File: config.mk
export PLATFORM = sky130hd
export DESIGN_NAME = json_string_escape_utf8_check_unit
export DESIGN_NICKNAME = d
export VERILOG_FILES = /design/src/jseu_pkg.sv /design/src/jseu_utf8_chk.sv /design/src/jseu_emit.sv /design/src/json_string_escape_utf8_check_unit.sv
export SDC_FILE = /design/constraint.sdc
export NUM_CORES = 1
export LEC_CHECK = 0
export ABC_AREA = 1
export BUFFER_PORTS_ARGS = -buffer_cell sky130_fd_sc_hd__buf_2
export CORE_ASPECT_RATIO = 0.9
export CORE_MARGIN = 1
export CORE_UTILIZATION = 40
export CTS_BUF_LIST = sky130_fd_sc_hd__clkbuf_8
export DETAILED_ROUTE_END_ITERATION = 10
export HOLD_SLACK_MARGIN = 0.15
export MAX_ROUTING_LAYER = met4
export SETUP_SLACK_MARGIN = 0.2
export SLEW_MARGIN = 20
export SYNTH_ARGS = -nofsm -noshare
export SYNTH_HDL_FRONTEND = slang
export SYNTH_SLANG_ARGS = --single-unit
File: constraint.sdc
create_clock -name i_clk -period 4.27 [get_ports i_clk]
set_input_delay 0.2135 -clock i_clk [delete_from_list [all_inputs] [get_ports i_clk]]
set_output_delay 0.2135 -clock i_clk [all_outputs]
set_load 0.005 [all_outputs]
File: src/jseu_pkg.sv
// ----------------------------------------------------------------------------
// jseu_pkg
// Types, constants and helper functions shared by the JSON string escaper
// with UTF-8 checking.
// ----------------------------------------------------------------------------
package jseu_pkg;

    // ascii codes used in the escaped literal
    localparam logic [7:0] CH_QUOTE     = 8'h22;
    localparam logic [7:0] CH_BACKSLASH = 8'h5c;
    localparam logic [7:0] CH_U         = 8'h75;
    localparam logic [7:0] CH_ZERO      = 8'h30;
    localparam logic [7:0] CH_LOWER_A   = 8'h61;
    localparam logic [7:0] CH_B         = 8'h62;
    localparam logic [7:0] CH_F         = 8'h66;
    localparam logic [7:0] CH_N         = 8'h6e;
    localparam logic [7:0] CH_R         = 8'h72;
    localparam logic [7:0] CH_T         = 8'h74;

    // control bytes with short escapes
    localparam logic [7:0] CTL_BS = 8'h08;
    localparam logic [7:0] CTL_TAB = 8'h09;
    localparam logic [7:0] CTL_LF = 8'h0a;
    localparam logic [7:0] CTL_FF = 8'h0c;
    localparam logic [7:0] CTL_CR = 8'h0d;
    localparam logic [7:0] CTL_LIMIT = 8'h20;

    // utf-8 lead and continuation bounds
    localparam logic [7:0] U8_ASCII_END = 8'h80;
    localparam logic [7:0] U8_CONT_MAX  = 8'hbf;
    localparam logic [7:0] U8_LEAD2_MIN = 8'hc2;
    localparam logic [7:0] U8_LEAD2_MAX = 8'hdf;
    localparam logic [7:0] U8_LEAD3_MIN = 8'he0;
    localparam logic [7:0] U8_LEAD3_MAX = 8'hef;
    localparam logic [7:0] U8_LEAD4_MIN = 8'hf0;
    localparam logic [7:0] U8_LEAD4_MAX = 8'hf4;
    localparam logic [7:0] U8_LEAD_ED   = 8'hed;
    localparam logic [7:0] U8_SPLIT_A0  = 8'ha0;
    localparam logic [7:0] U8_SPLIT_90  = 8'h90;

    // body lengths of the escape forms
    localparam logic [2:0] LEN_PLAIN = 3'd1;
    localparam logic [2:0] LEN_SHORT = 3'd2;
    localparam logic [2:0] LEN_CTRL  = 3'd6;

    // range rule for the byte after a three or four byte lead
    typedef enum logic [2:0] {
        RULE_NONE = 3'd0,
        RULE_E0   = 3'd1,
        RULE_ED   = 3'd2,
        RULE_F0   = 3'd3,
        RULE_F4   = 3'd4
    } t_rule;

    // input item fields
    typedef struct packed {
        logic [7:0] byte_value;
        logic       first_byte;
        logic       last_byte;
        logic       empty_string;
    } t_in_item;

    // input item plus the utf-8 verdict for its closing quote
    typedef struct packed {
        t_in_item   fields;
        logic       utf8_error;
    } t_item;

    // short escape letter, zero when the byte has none
    function automatic logic [7:0] short_code(input logic [7:0] b);
        logic [7:0] code;
        code = 8'h00;
        unique case (b)
            CH_QUOTE:     code = CH_QUOTE;
            CH_BACKSLASH: code = CH_BACKSLASH;
            CTL_BS:       code = CH_B;
            CTL_FF:       code = CH_F;
            CTL_LF:       code = CH_N;
            CTL_CR:       code = CH_R;
            CTL_TAB:      code = CH_T;
            default:      code = 8'h00;
        endcase
        return code;
    endfunction

    // lower-case hex digit
    function automatic logic [7:0] hex_digit(input logic [3:0] n);
        logic [7:0] d;
        if (n < 4'd10) begin
            d = CH_ZERO + {4'd0, n};
        end else begin
            d = CH_LOWER_A + {4'd0, n} - 8'd10;
        end
        return d;
    endfunction

endpackage

File: src/jseu_utf8_chk.sv
// ----------------------------------------------------------------------------
// jseu_utf8_chk
// Strict UTF-8 checker; updates its state on every accepted item and gives
// the verdict that goes with the closing quote of that item.
// ----------------------------------------------------------------------------
module jseu_utf8_chk (
    input  logic               i_clk,
    input  logic               i_rst_n,
    input  logic               i_accept,
    input  jseu_pkg::t_in_item i_item,
    output logic               o_utf8_error
);

    logic [1:0]      r_pend, n_pend;
    jseu_pkg::t_rule r_rule, n_rule;
    logic            r_mal,  n_mal;

    logic [1:0]      c_pend;
    jseu_pkg::t_rule c_rule;
    logic            c_mal;
    logic            bad;
    logic [7:0]      b;

    // next checker state for the offered item
    always_comb begin
        b      = i_item.byte_value;
        c_pend = i_item.first_byte ? 2'd0 : r_pend;
        c_rule = i_item.first_byte ? jseu_pkg::RULE_NONE : r_rule;
        c_mal  = i_item.first_byte ? 1'b0 : r_mal;
        bad    = 1'b0;
        n_pend = c_pend;
        n_rule = jseu_pkg::RULE_NONE;
        n_mal  = c_mal;
        o_utf8_error = 1'b0;

        if (c_pend != 2'd0) begin
            // continuation byte
            bad = (b < jseu_pkg::U8_ASCII_END) || (b > jseu_pkg::U8_CONT_MAX);
            unique case (c_rule)
                jseu_pkg::RULE_E0: if (b < jseu_pkg::U8_SPLIT_A0) bad = 1'b1;
                jseu_pkg::RULE_ED: if (b >= jseu_pkg::U8_SPLIT_A0) bad = 1'b1;
                jseu_pkg::RULE_F0: if (b < jseu_pkg::U8_SPLIT_90) bad = 1'b1;
                jseu_pkg::RULE_F4: if (b >= jseu_pkg::U8_SPLIT_90) bad = 1'b1;
                default: ;
            endcase
            n_mal  = c_mal | bad;
            n_pend = c_pend - 2'd1;
        end else if (b < jseu_pkg::U8_ASCII_END) begin
            n_pend = 2'd0;
        end else if (b >= jseu_pkg::U8_LEAD2_MIN && b <= jseu_pkg::U8_LEAD2_MAX) begin
            n_pend = 2'd1;
        end else if (b >= jseu_pkg::U8_LEAD3_MIN && b <= jseu_pkg::U8_LEAD3_MAX) begin
            n_pend = 2'd2;
            if (b == jseu_pkg::U8_LEAD3_MIN) begin
                n_rule = jseu_pkg::RULE_E0;
            end else if (b == jseu_pkg::U8_LEAD_ED) begin
                n_rule = jseu_pkg::RULE_ED;
            end
        end else if (b >= jseu_pkg::U8_LEAD4_MIN && b <= jseu_pkg::U8_LEAD4_MAX) begin
            n_pend = 2'd3;
            if (b == jseu_pkg::U8_LEAD4_MIN) begin
                n_rule = jseu_pkg::RULE_F0;
            end else if (b == jseu_pkg::U8_LEAD4_MAX) begin
                n_rule = jseu_pkg::RULE_F4;
            end
        end else begin
            n_mal = 1'b1;
        end

        // string end: verdict out, state cleared
        if (i_item.empty_string) begin
            n_pend = 2'd0;
            n_rule = jseu_pkg::RULE_NONE;
            n_mal  = 1'b0;
        end else if (i_item.last_byte) begin
            o_utf8_error = n_mal | (n_pend != 2'd0);
            n_pend = 2'd0;
            n_rule = jseu_pkg::RULE_NONE;
            n_mal  = 1'b0;
        end
    end

    // checker state register
    always_ff @(posedge i_clk) begin
        if (!i_rst_n) begin
            r_pend <= 2'd0;
            r_rule <= jseu_pkg::RULE_NONE;
            r_mal  <= 1'b0;
        end else if (i_accept) begin
            r_pend <= n_pend;
            r_rule <= n_rule;
            r_mal  <= n_mal;
        end
    end

endmodule

File: src/jseu_emit.sv
// ----------------------------------------------------------------------------
// jseu_emit
// Holds one item and walks its escaped result bytes into an output register,
// one result per cycle while the output is not stalled.
// ----------------------------------------------------------------------------
module jseu_emit (
    input  logic            i_clk,
    input  logic            i_rst_n,
    input  logic            i_valid,
    output logic            o_ready,
    input  jseu_pkg::t_item i_item,
    output logic            o_valid,
    input  logic            i_ready,
    output logic [7:0]      o_out_byte,
    output logic            o_out_last,
    output logic            o_string_end,
    output logic            o_utf8_error
);

    logic            r_item_valid;
    jseu_pkg::t_item r_item;
    logic [2:0]      r_idx;

    logic            r_out_valid;
    logic [7:0]      r_out_byte;
    logic            r_out_last;
    logic            r_string_end;
    logic            r_utf8_error;

    logic [7:0]      b;
    logic [7:0]      code;
    logic            has_open;
    logic            has_close;
    logic [2:0]      body_len;
    logic [3:0]      total;
    logic [2:0]      j;
    logic            res_last;
    logic [7:0]      n_byte;
    logic            n_end;
    logic            n_err;
    logic            out_load;
    logic            item_done;
    logic            accept;

    // result byte at the current index of the held item
    always_comb begin
        b         = r_item.fields.byte_value;
        code      = jseu_pkg::short_code(b);
        has_open  = r_item.fields.first_byte | r_item.fields.empty_string;
        has_close = r_item.fields.last_byte | r_item.fields.empty_string;
        if (r_item.fields.empty_string) begin
            body_len = 3'd0;
        end else if (code != 8'h00) begin
            body_len = jseu_pkg::LEN_SHORT;
        end else if (b < jseu_pkg::CTL_LIMIT) begin
            body_len = jseu_pkg::LEN_CTRL;
        end else begin
            body_len = jseu_pkg::LEN_PLAIN;
        end
        total    = {3'd0, has_open} + {1'b0, body_len} + {3'd0, has_close};
        res_last = (({1'b0, r_idx} + 4'd1) == total);
        j        = r_idx - {2'd0, has_open};
        n_end    = 1'b0;
        n_err    = 1'b0;
        n_byte   = jseu_pkg::CH_QUOTE;

        if (has_open && r_idx == 3'd0) begin
            n_byte = jseu_pkg::CH_QUOTE;
        end else if (j < body_len) begin
            if (code != 8'h00) begin
                n_byte = (j == 3'd0) ? jseu_pkg::CH_BACKSLASH : code;
            end else if (b < jseu_pkg::CTL_LIMIT) begin
                unique case (j)
                    3'd0:    n_byte = jseu_pkg::CH_BACKSLASH;
                    3'd1:    n_byte = jseu_pkg::CH_U;
                    3'd2:    n_byte = jseu_pkg::CH_ZERO;
                    3'd3:    n_byte = jseu_pkg::CH_ZERO;
                    3'd4:    n_byte = jseu_pkg::hex_digit(b[7:4]);
                    default: n_byte = jseu_pkg::hex_digit(b[3:0]);
                endcase
            end else begin
                n_byte = b;
            end
        end else begin
            // closing quote
            n_byte = jseu_pkg::CH_QUOTE;
            n_end  = 1'b1;
            n_err  = r_item.utf8_error;
        end
    end

    // handshake between item register and output register
    assign out_load  = r_item_valid && (!r_out_valid || i_ready);
    assign item_done = out_load && res_last;
    assign o_ready   = !r_item_valid || item_done;
    assign accept    = i_valid && o_ready;

    // held item and result index
    always_ff @(posedge i_clk) begin
        if (!i_rst_n) begin
            r_item_valid <= 1'b0;
            r_idx        <= 3'd0;
        end else if (accept) begin
            r_item_valid <= 1'b1;
            r_idx        <= 3'd0;
        end else if (item_done) begin
            r_item_valid <= 1'b0;
            r_idx        <= 3'd0;
        end else if (out_load) begin
            r_idx <= r_idx + 3'd1;
        end
    end

    always_ff @(posedge i_clk) begin
        if (accept) begin
            r_item <= i_item;
        end
    end

    // output register
    always_ff @(posedge i_clk) begin
        if (!i_rst_n) begin
            r_out_valid <= 1'b0;
        end else if (out_load) begin
            r_out_valid <= 1'b1;
        end else if (i_ready) begin
            r_out_valid <= 1'b0;
        end
    end

    always_ff @(posedge i_clk) begin
        if (out_load) begin
            r_out_byte   <= n_byte;
            r_out_last   <= res_last;
            r_string_end <= n_end;
            r_utf8_error <= n_err;
        end
    end

    assign o_valid      = r_out_valid;
    assign o_out_byte   = r_out_byte;
    assign o_out_last   = r_out_last;
    assign o_string_end = r_string_end;
    assign o_utf8_error = r_utf8_error;

endmodule

File: src/json_string_escape_utf8_check_unit.sv
// Path: an accepted item is held in the item register and its results leave through the output register.
// Throughput: one result per cycle while the output is not stalled; an item has
// 1 to 8 results, set by the single output register walking the escape bytes.
// An item with one result sustains one item per cycle while the output is not stalled.
// Reset: synchronous active-low; clears the UTF-8 checker state and all valids.
// ----------------------------------------------------------------------------
// json_string_escape_utf8_check_unit
// Byte-serial JSON string literal escaper with strict UTF-8 validation; the
// verdict is flagged on the closing quote.
// ----------------------------------------------------------------------------
module json_string_escape_utf8_check_unit (
    input  logic       i_clk,
    input  logic       i_rst_n,
    input  logic       i_in_valid,
    output logic       o_in_ready,
    input  logic [7:0] i_byte_value,
    input  logic       i_first_byte,
    input  logic       i_last_byte,
    input  logic       i_empty_string,
    output logic       o_out_valid,
    input  logic       i_out_ready,
    output logic [7:0] o_out_byte,
    output logic       o_out_last,
    output logic       o_string_end,
    output logic       o_utf8_error
);

    jseu_pkg::t_in_item in_item;
    jseu_pkg::t_item    item;
    logic               accept;
    logic               chk_err;

    // gather input fields
    assign in_item.byte_value   = i_byte_value;
    assign in_item.first_byte   = i_first_byte;
    assign in_item.last_byte    = i_last_byte;
    assign in_item.empty_string = i_empty_string;
    assign accept               = i_in_valid && o_in_ready;

    // utf-8 check runs on accept, verdict travels with the item
    jseu_utf8_chk u_chk (
        .i_clk        (i_clk),
        .i_rst_n      (i_rst_n),
        .i_accept     (accept),
        .i_item       (in_item),
        .o_utf8_error (chk_err)
    );

    assign item.fields     = in_item;
    assign item.utf8_error = chk_err;

    // escape byte sequencer
    jseu_emit u_emit (
        .i_clk        (i_clk),
        .i_rst_n      (i_rst_n),
        .i_valid      (i_in_valid),
        .o_ready      (o_in_ready),
        .i_item       (item),
        .o_valid      (o_out_valid),
        .i_ready      (i_out_ready),
        .o_out_byte   (o_out_byte),
        .o_out_last   (o_out_last),
        .o_string_end (o_string_end),
        .o_utf8_error (o_utf8_error)
    );

endmodule

==> results.json, run 1 <==
{
  "status": "finished, final reports clean",
  "synth_top_area_share_pct": 28.7,
  "fin_crit_ps": 3740,
  "dr.pass1.iters": 4,
  "seqCellArea_sq_um": 911,
  "grt_pass1_vias": 1883,
  "fillers": 562,
  "fp.dieW_um": 83.7,
  "synth_most_common_cell": "nand2_1",
  "cap_viol_max_count": 0,
  "rsz0062_at_grt": "false",
  "fp.coreArea_sq_um": 5730,
  "leakagePower_nw": 1.34,
  "synth_seq_cells": 34,
  "synth_edf_count": 23,
  "synth_fp_nets": 352,
  "synth.top_cells.by_count": "64 x nand2_1, 51 x inv_1, 48 x nor2_1, 23 x edfxtp_1, 18 x a21oi_1",
  "setup_violations": 0,
  "grt_overflow": 0,
  "synth-main-ff-cell": "edfxtp_1",
  "top_usage_layer": "met2",
  "synth_top_area_cell": "edfxtp_1",
  "dp.final_hpwl_um": 4220,
  "netlist_instances": 321,
  "place.gp.congestion": 0.957,
  "design_area_sq_um": 2870,
  "placed_area_sq_um": 2620,
  "port_buffers": 27,
  "end_kind": "register",
  "fin_ws_ps": 526,
  "cts.sinks": 34,
  "fin_skew_ps": 11.2,
  "grt.met1_usage_pct": 22.0,
  "start_kind": "register",
  "cts_max_level": 2,
  "dp_slack_ps": 401,
  "yosys.cell_types.count": 35,
  "synth_top_cells_by_area": "edfxtp_1 29%, nand2_1 10%, dfxtp_1 9.2%, inv_1 8.0%, ha_1 7.8%",
  "wl_per_cell_um": 12.1,
  "tightest_slew_ps": 523,
  "holdCritPathClass": "primary input to register",
  "total_power_uw": 975,
  "start_util_pct": 42.0,
  "final_max_slew_viol_count": 0,
  "slew_headroom_pct": 64.7,
  "num_rows": 26,
  "num-nets-final": 395,
  "antenna_found_initial": 0,
  "crit_top_cell": "inv_1",
  "critical_path.max_fanout": 12,
  "grt_pass1_wl_um": 8740,
  "syn_area_sq_um": 2400,
  "multi_input_area_sq_um": 1260,
  "vdd_drop_max_mv": 0.211,
  "clock_path_buffers": 2,
  "max_stage_delay_ps": 430,
  "fin_tns_setup_ps": 0,
  "viasPerCell": 4.95,
  "drt_iter0_markers": 156,
  "crit_required_ps": 4270,
  "ios": 28,
  "yosysWarningCount": 0,
  "avgSynthCellArea_sq_um": 7.49,
  "syn_to_final_growth_pct": 19.4,
  "finalCritPeriodShare_pct": 87.7,
  "yosysSeqAreaShare_pct": 37.9,
  "p_per_area_nw_per_um2": 340,
  "crit_arrival_ps": 3740,
  "cts.reportedPaths.clkPinSlew_ps": 60,
  "async_flop_share_pct": 0,
  "vias": 2155,
  "cpMaxStageDelayCell": "edfxtp_1",
  "fp.dieH_um": 75.5,
  "antenna_cells": 0,
  "clock_latency_ps": 290,
  "use_met3_pct": 3.79,
  "ant_nets": 0,
  "grtUsageMet2_pct": 30.0,
  "wirelength_um": 5260,
  "dieArea_sq_um": 6320,
  "path_class": "register to register",
  "cts_root_buf": "clkbuf_8",
  "drc": 0,
  "cts_inserted_buffers": 5,
  "final_hold_viol_count": 0,
  "fmax_mhz": 267,
  "grtUsageTotal_pct": 18.3,
  "drive_gt1_share_pct": 17.3,
  "grt_max_degree": 15,
  "cts_tree": "yes",
  "crit_chain": "inv_1, ha_1, nand3_2, inv_1, nand2_1, inv_1, nor2_2, nand2_2, nor2_2, nand2_1, fa_1, inv_1, ha_1, xor2_1, inv_1, nand2_1, nand2_1, nor2_2, nand3_2, nand2_4, nand2_2, clkinvlp_4, buf_12"
}
==> cell type report <==
cell class,count,area share (%)
Inverter,57,7.59
Timing Repair Buffer,38,8.81
Clock inverter,3,2.40
Clock buffer,5,2.40
Multi-Input combinational cell,228,44.0
Sequential cell,34,31.7
Tap cell,70,3.05
==> cell families after synthesis <==
group,Yosys count,share of synthesized area [%]
xor gates and xnor gates,4,1.46
adders and majority gates,16,8.64
DFF,34,37.9
buffers and inverters,59,9.58
and+or+nand+nor,159,30.3
AOI/OAI and AO/OA,49,12.1
==> cell usage in the layout (no fill, tap or decap), types with 6 or more instances in the layout <==
master	n
dlygate4sd3_1	9
buf_2	27
inv_2	6
inv_1	50
nand3_1	17
nand2_1	64
a21oi_1	18
edfxtp_1	23
o21ai_0	13
nand3_2	7
ha_1	15
nor2_1	48
dfxtp_1	11
==> flip-flops by register name, indices dropped and copies added, names as in the netlist <==
register,count
u_emit.o_string_end,1
u_emit.r_idx,3
u_emit.o_utf8_error,1
u_emit.r_item,4
u_chk.r_mal,1
u_emit.o_valid,1
u_chk.r_rule,3
u_emit.b,8
u_emit.o_out_byte,8
u_emit.o_out_last,1
u_emit.r_item_valid,1
u_chk.r_pend,2
==> final timing paths <==
path,from,endpoint,slack (ps),depth (start not counted)
min reg2reg,u_emit.o_valid,u_emit.o_valid,490,2
max reg2reg,u_emit.b[1],u_emit.b[4],530,23
max,u_emit.b[1],u_emit.b[4],530,23
min,i_byte_value[1],u_emit.b[1],180,1
==> routing by layer <==
metal	part of all wire, %	up-vias
met4	1.9	0
met2	47	58
met3	4.9	11
li1	-	1140
met1	46	946
met5	0	-
==> where the power goes <==
part	internal, mW	switching, mW	leakage [nW]
Sequential	0.383	0.0171	0.308
Combinational	0.0846	0.137	0.967
Clock	0.234	0.119	0.0683
==> what timing repair did <==
item,CTS,global route
endpoints found under the hold margin,8,1
gates resized for setup,0,1
hold buffers,8,1
setup buffers,0,1
setup endpoints to repair,0,12
==> worst max-delay path: cells and delay by family (launching register included) <==
family | cells | cell delay [ps]
XOR/XNOR | 1 | 190
adder cells (fa/ha/maj) | 3 | 770
buffers and inverters | 7 | 680
flip-flops | 1 | 430
AND/OR/NAND/NOR | 12 | 1400
==> per-stage QoR <==
stage                     hold slack, ps  cells  util [%]
after global routing                 174    435      50.1
after detailed placement             426    417      45.7
after floorplan                      312    321         -
final                                180    435      50.1
after CTS                            155    433      49.5
after global placement               431    417      45.7
(Power assumes the default switching activity.)
==> run 2, diff against run 1 <==
==> constraint.sdc (replaced) <==
create_clock -name i_clk -period 4.27 [get_ports i_clk]
set_input_delay 0.427 -clock i_clk [delete_from_list [all_inputs] [get_ports i_clk]]
set_output_delay 0.427 -clock i_clk [all_outputs]
set_load 0.005 [all_outputs]
==> run 2 against run 1 <==
Against the previous run: non-clock buffer count decreased by 7; via count about the same; setup slack got worse by 32 ps; core utilization decreased by 1.4 points; sequential cell count unchanged; critical path depth decreased by 2.
==> results.json, run 2 (synthesis gave the netlist of run 1 again) <==
{
  "status": "finished, final reports clean",
  "grt_overflow": 0,
  "hold_buffers": 0,
  "drc": 0,
  "place.gp.congestion": 0.957,
  "leakagePower_nw": 1.31,
  "drt_iter0_markers": 161,
  "wl_met3_um": 260,
  "fin_crit_ps": 3780,
  "fp.dieW_um": 83.7,
  "ant_nets": 0,
  "m1WireLength_um": 2430,
  "grtUsageTotal_pct": 18.2,
  "layout_commonest_cell": "nand2_1",
  "design_area_sq_um": 2790,
  "multi_input_area_sq_um": 1270,
  "hold_slack_ps": 352,
  "vias": 2156,
  "cap_viol_max_count": 0,
  "cts_tree": "yes",
  "cts.reportedPaths.clkPinSlew_ps": 70,
  "setup_violations": 0,
  "num-nets-final": 388,
  "seqCellArea_sq_um": 911,
  "fp.coreArea_sq_um": 5730,
  "ios": 28,
  "dieArea_sq_um": 6320,
  "cts.sinks": 34,
  "fp.dieH_um": 75.5,
  "start_kind": "register",
  "antenna_cells": 0,
  "port_buffers": 27,
  "highest_layer": "met4",
  "syn_to_final_growth_pct": 15.9,
  "cts_inserted_buffers": 5,
  "antenna_found_initial": 0,
  "fin_skew_ps": 10.1,
  "final_util_pct": 48.7,
  "p_per_area_nw_per_um2": 348,
  "final_max_slew_viol_count": 0,
  "tightest_slew_ps": 518,
  "grt_pass1_vias": 1882,
  "layout.cells.most_common_list": "64 x nand2_1, 49 x inv_1, 48 x nor2_1",
  "wl_per_cell_um": 12.3,
  "start_util_pct": 42.0,
  "num_rows": 26,
  "finalCritPeriodShare_pct": 88.4,
  "fin_tns_setup_ps": 0,
  "clock_path_buffers": 2,
  "slew_headroom_pct": 65.0,
  "grt_max_degree": 15,
  "dr.pass1.iters": 4,
  "rsz0062_at_grt": "false",
  "placed_area_sq_um": 2620,
  "fillers": 562,
  "holdCritPathClass": "primary input to register",
  "cts_max_level": 2,
  "wirelength_um": 5260,
  "met2_length_um": 2420,
  "end_kind": "output pin",
  "drive_gt1_share_pct": 18.4,
  "final_hold_viol_count": 0,
  "cts_root_buf": "clkbuf_8",
  "crit_required_ps": 3840,
  "path_class": "register to output pin",
  "vdd_drop_max_mv": 0.211,
  "fmax_mhz": 265,
  "clock_latency_ps": 290,
  "viasPerCell": 5.04,
  "dp.final_hpwl_um": 4220,
  "critical_path.max_fanout": 6,
  "crit_arrival_ps": 3350,
  "grt_pass1_wl_um": 8720
}
## run 2: changes by cell type in the layout (fill, tap and decap cells not counted), sizes merged
cell         delta
dlygate4sd3     -9
buf             +2
## run 2: area by class of cell
cell class / instances / share of cell area (%)
clock inverters: 3 / 2.47
flip-flops and latches: 34 / 32.7
inverters: 57 / 7.81
well taps: 70 / 3.14
multi-input cells: 228 / 45.5
clock buffers: 5 / 2.47
repair buffers: 31 / 5.93
## run 2: path summary, 6_finish.rpt
path                    end  cells after the start  slack (ps)       startpoint
min             u_emit.b[5]                      1         350  i_byte_value[5]
max reg2reg     u_emit.b[3]                     21         570      u_emit.b[1]
min reg2reg  u_emit.o_valid                      2         490   u_emit.o_valid
max              o_in_ready                     21         490      u_emit.b[1]
## run 2: power by group
group / internal (mW) / switching, mW
Sequential: 0.384 / 0.0168
Clock: 0.234 / 0.120
Combinational: 0.0784 / 0.137
Total: 0.696 / 0.273
## run 2: through the flow
step / setup WS (ps) / cells / total power, mW
after global placement: 505 / 417 / 0.616
after CTS: 372 / 425 / 0.972
after floorplan: 864 / 321 / 0.557
final: 494 / 428 / 0.969
after detailed placement: 401 / 417 / 0.617
after global routing: 214 / 428 / 1.03
## run 2: worst max-delay path, cell delays in order, from the launching register on
cell and delay [ps]:
edfxtp_1 410, inv_1 100, ha_1 210, nand3_2 90, inv_1 50, nand2_1 130, inv_1 90, nor2_2 110
nand2_2 120, nor2_4 170, nand2_1 90, fa_1 380, inv_1 100, ha_1 170, xor2_1 190, inv_1 60
nand2_1 60, nand2_1 60, nor2_2 120, nand3_2 110, nand2_4 120, buf_2 120
## run 2: metal layers
metal / GRT usage (%) / vias to the layer above
met5: - / -
met3: 3.79 / 15
met2: 29.9 / 68
met1: 22.0 / 948
li1: - / 1125
met4: 8.47 / 0
## run 2: timing repair
| action | 4_1_cts | 5_1_grt |
|---|---|---|
| hold endpoints to repair | 0 | 0 |
| resized for setup | 0 | 3 |
| setup buffers | 0 | 3 |
| setup endpoints to repair | 0 | 13 |
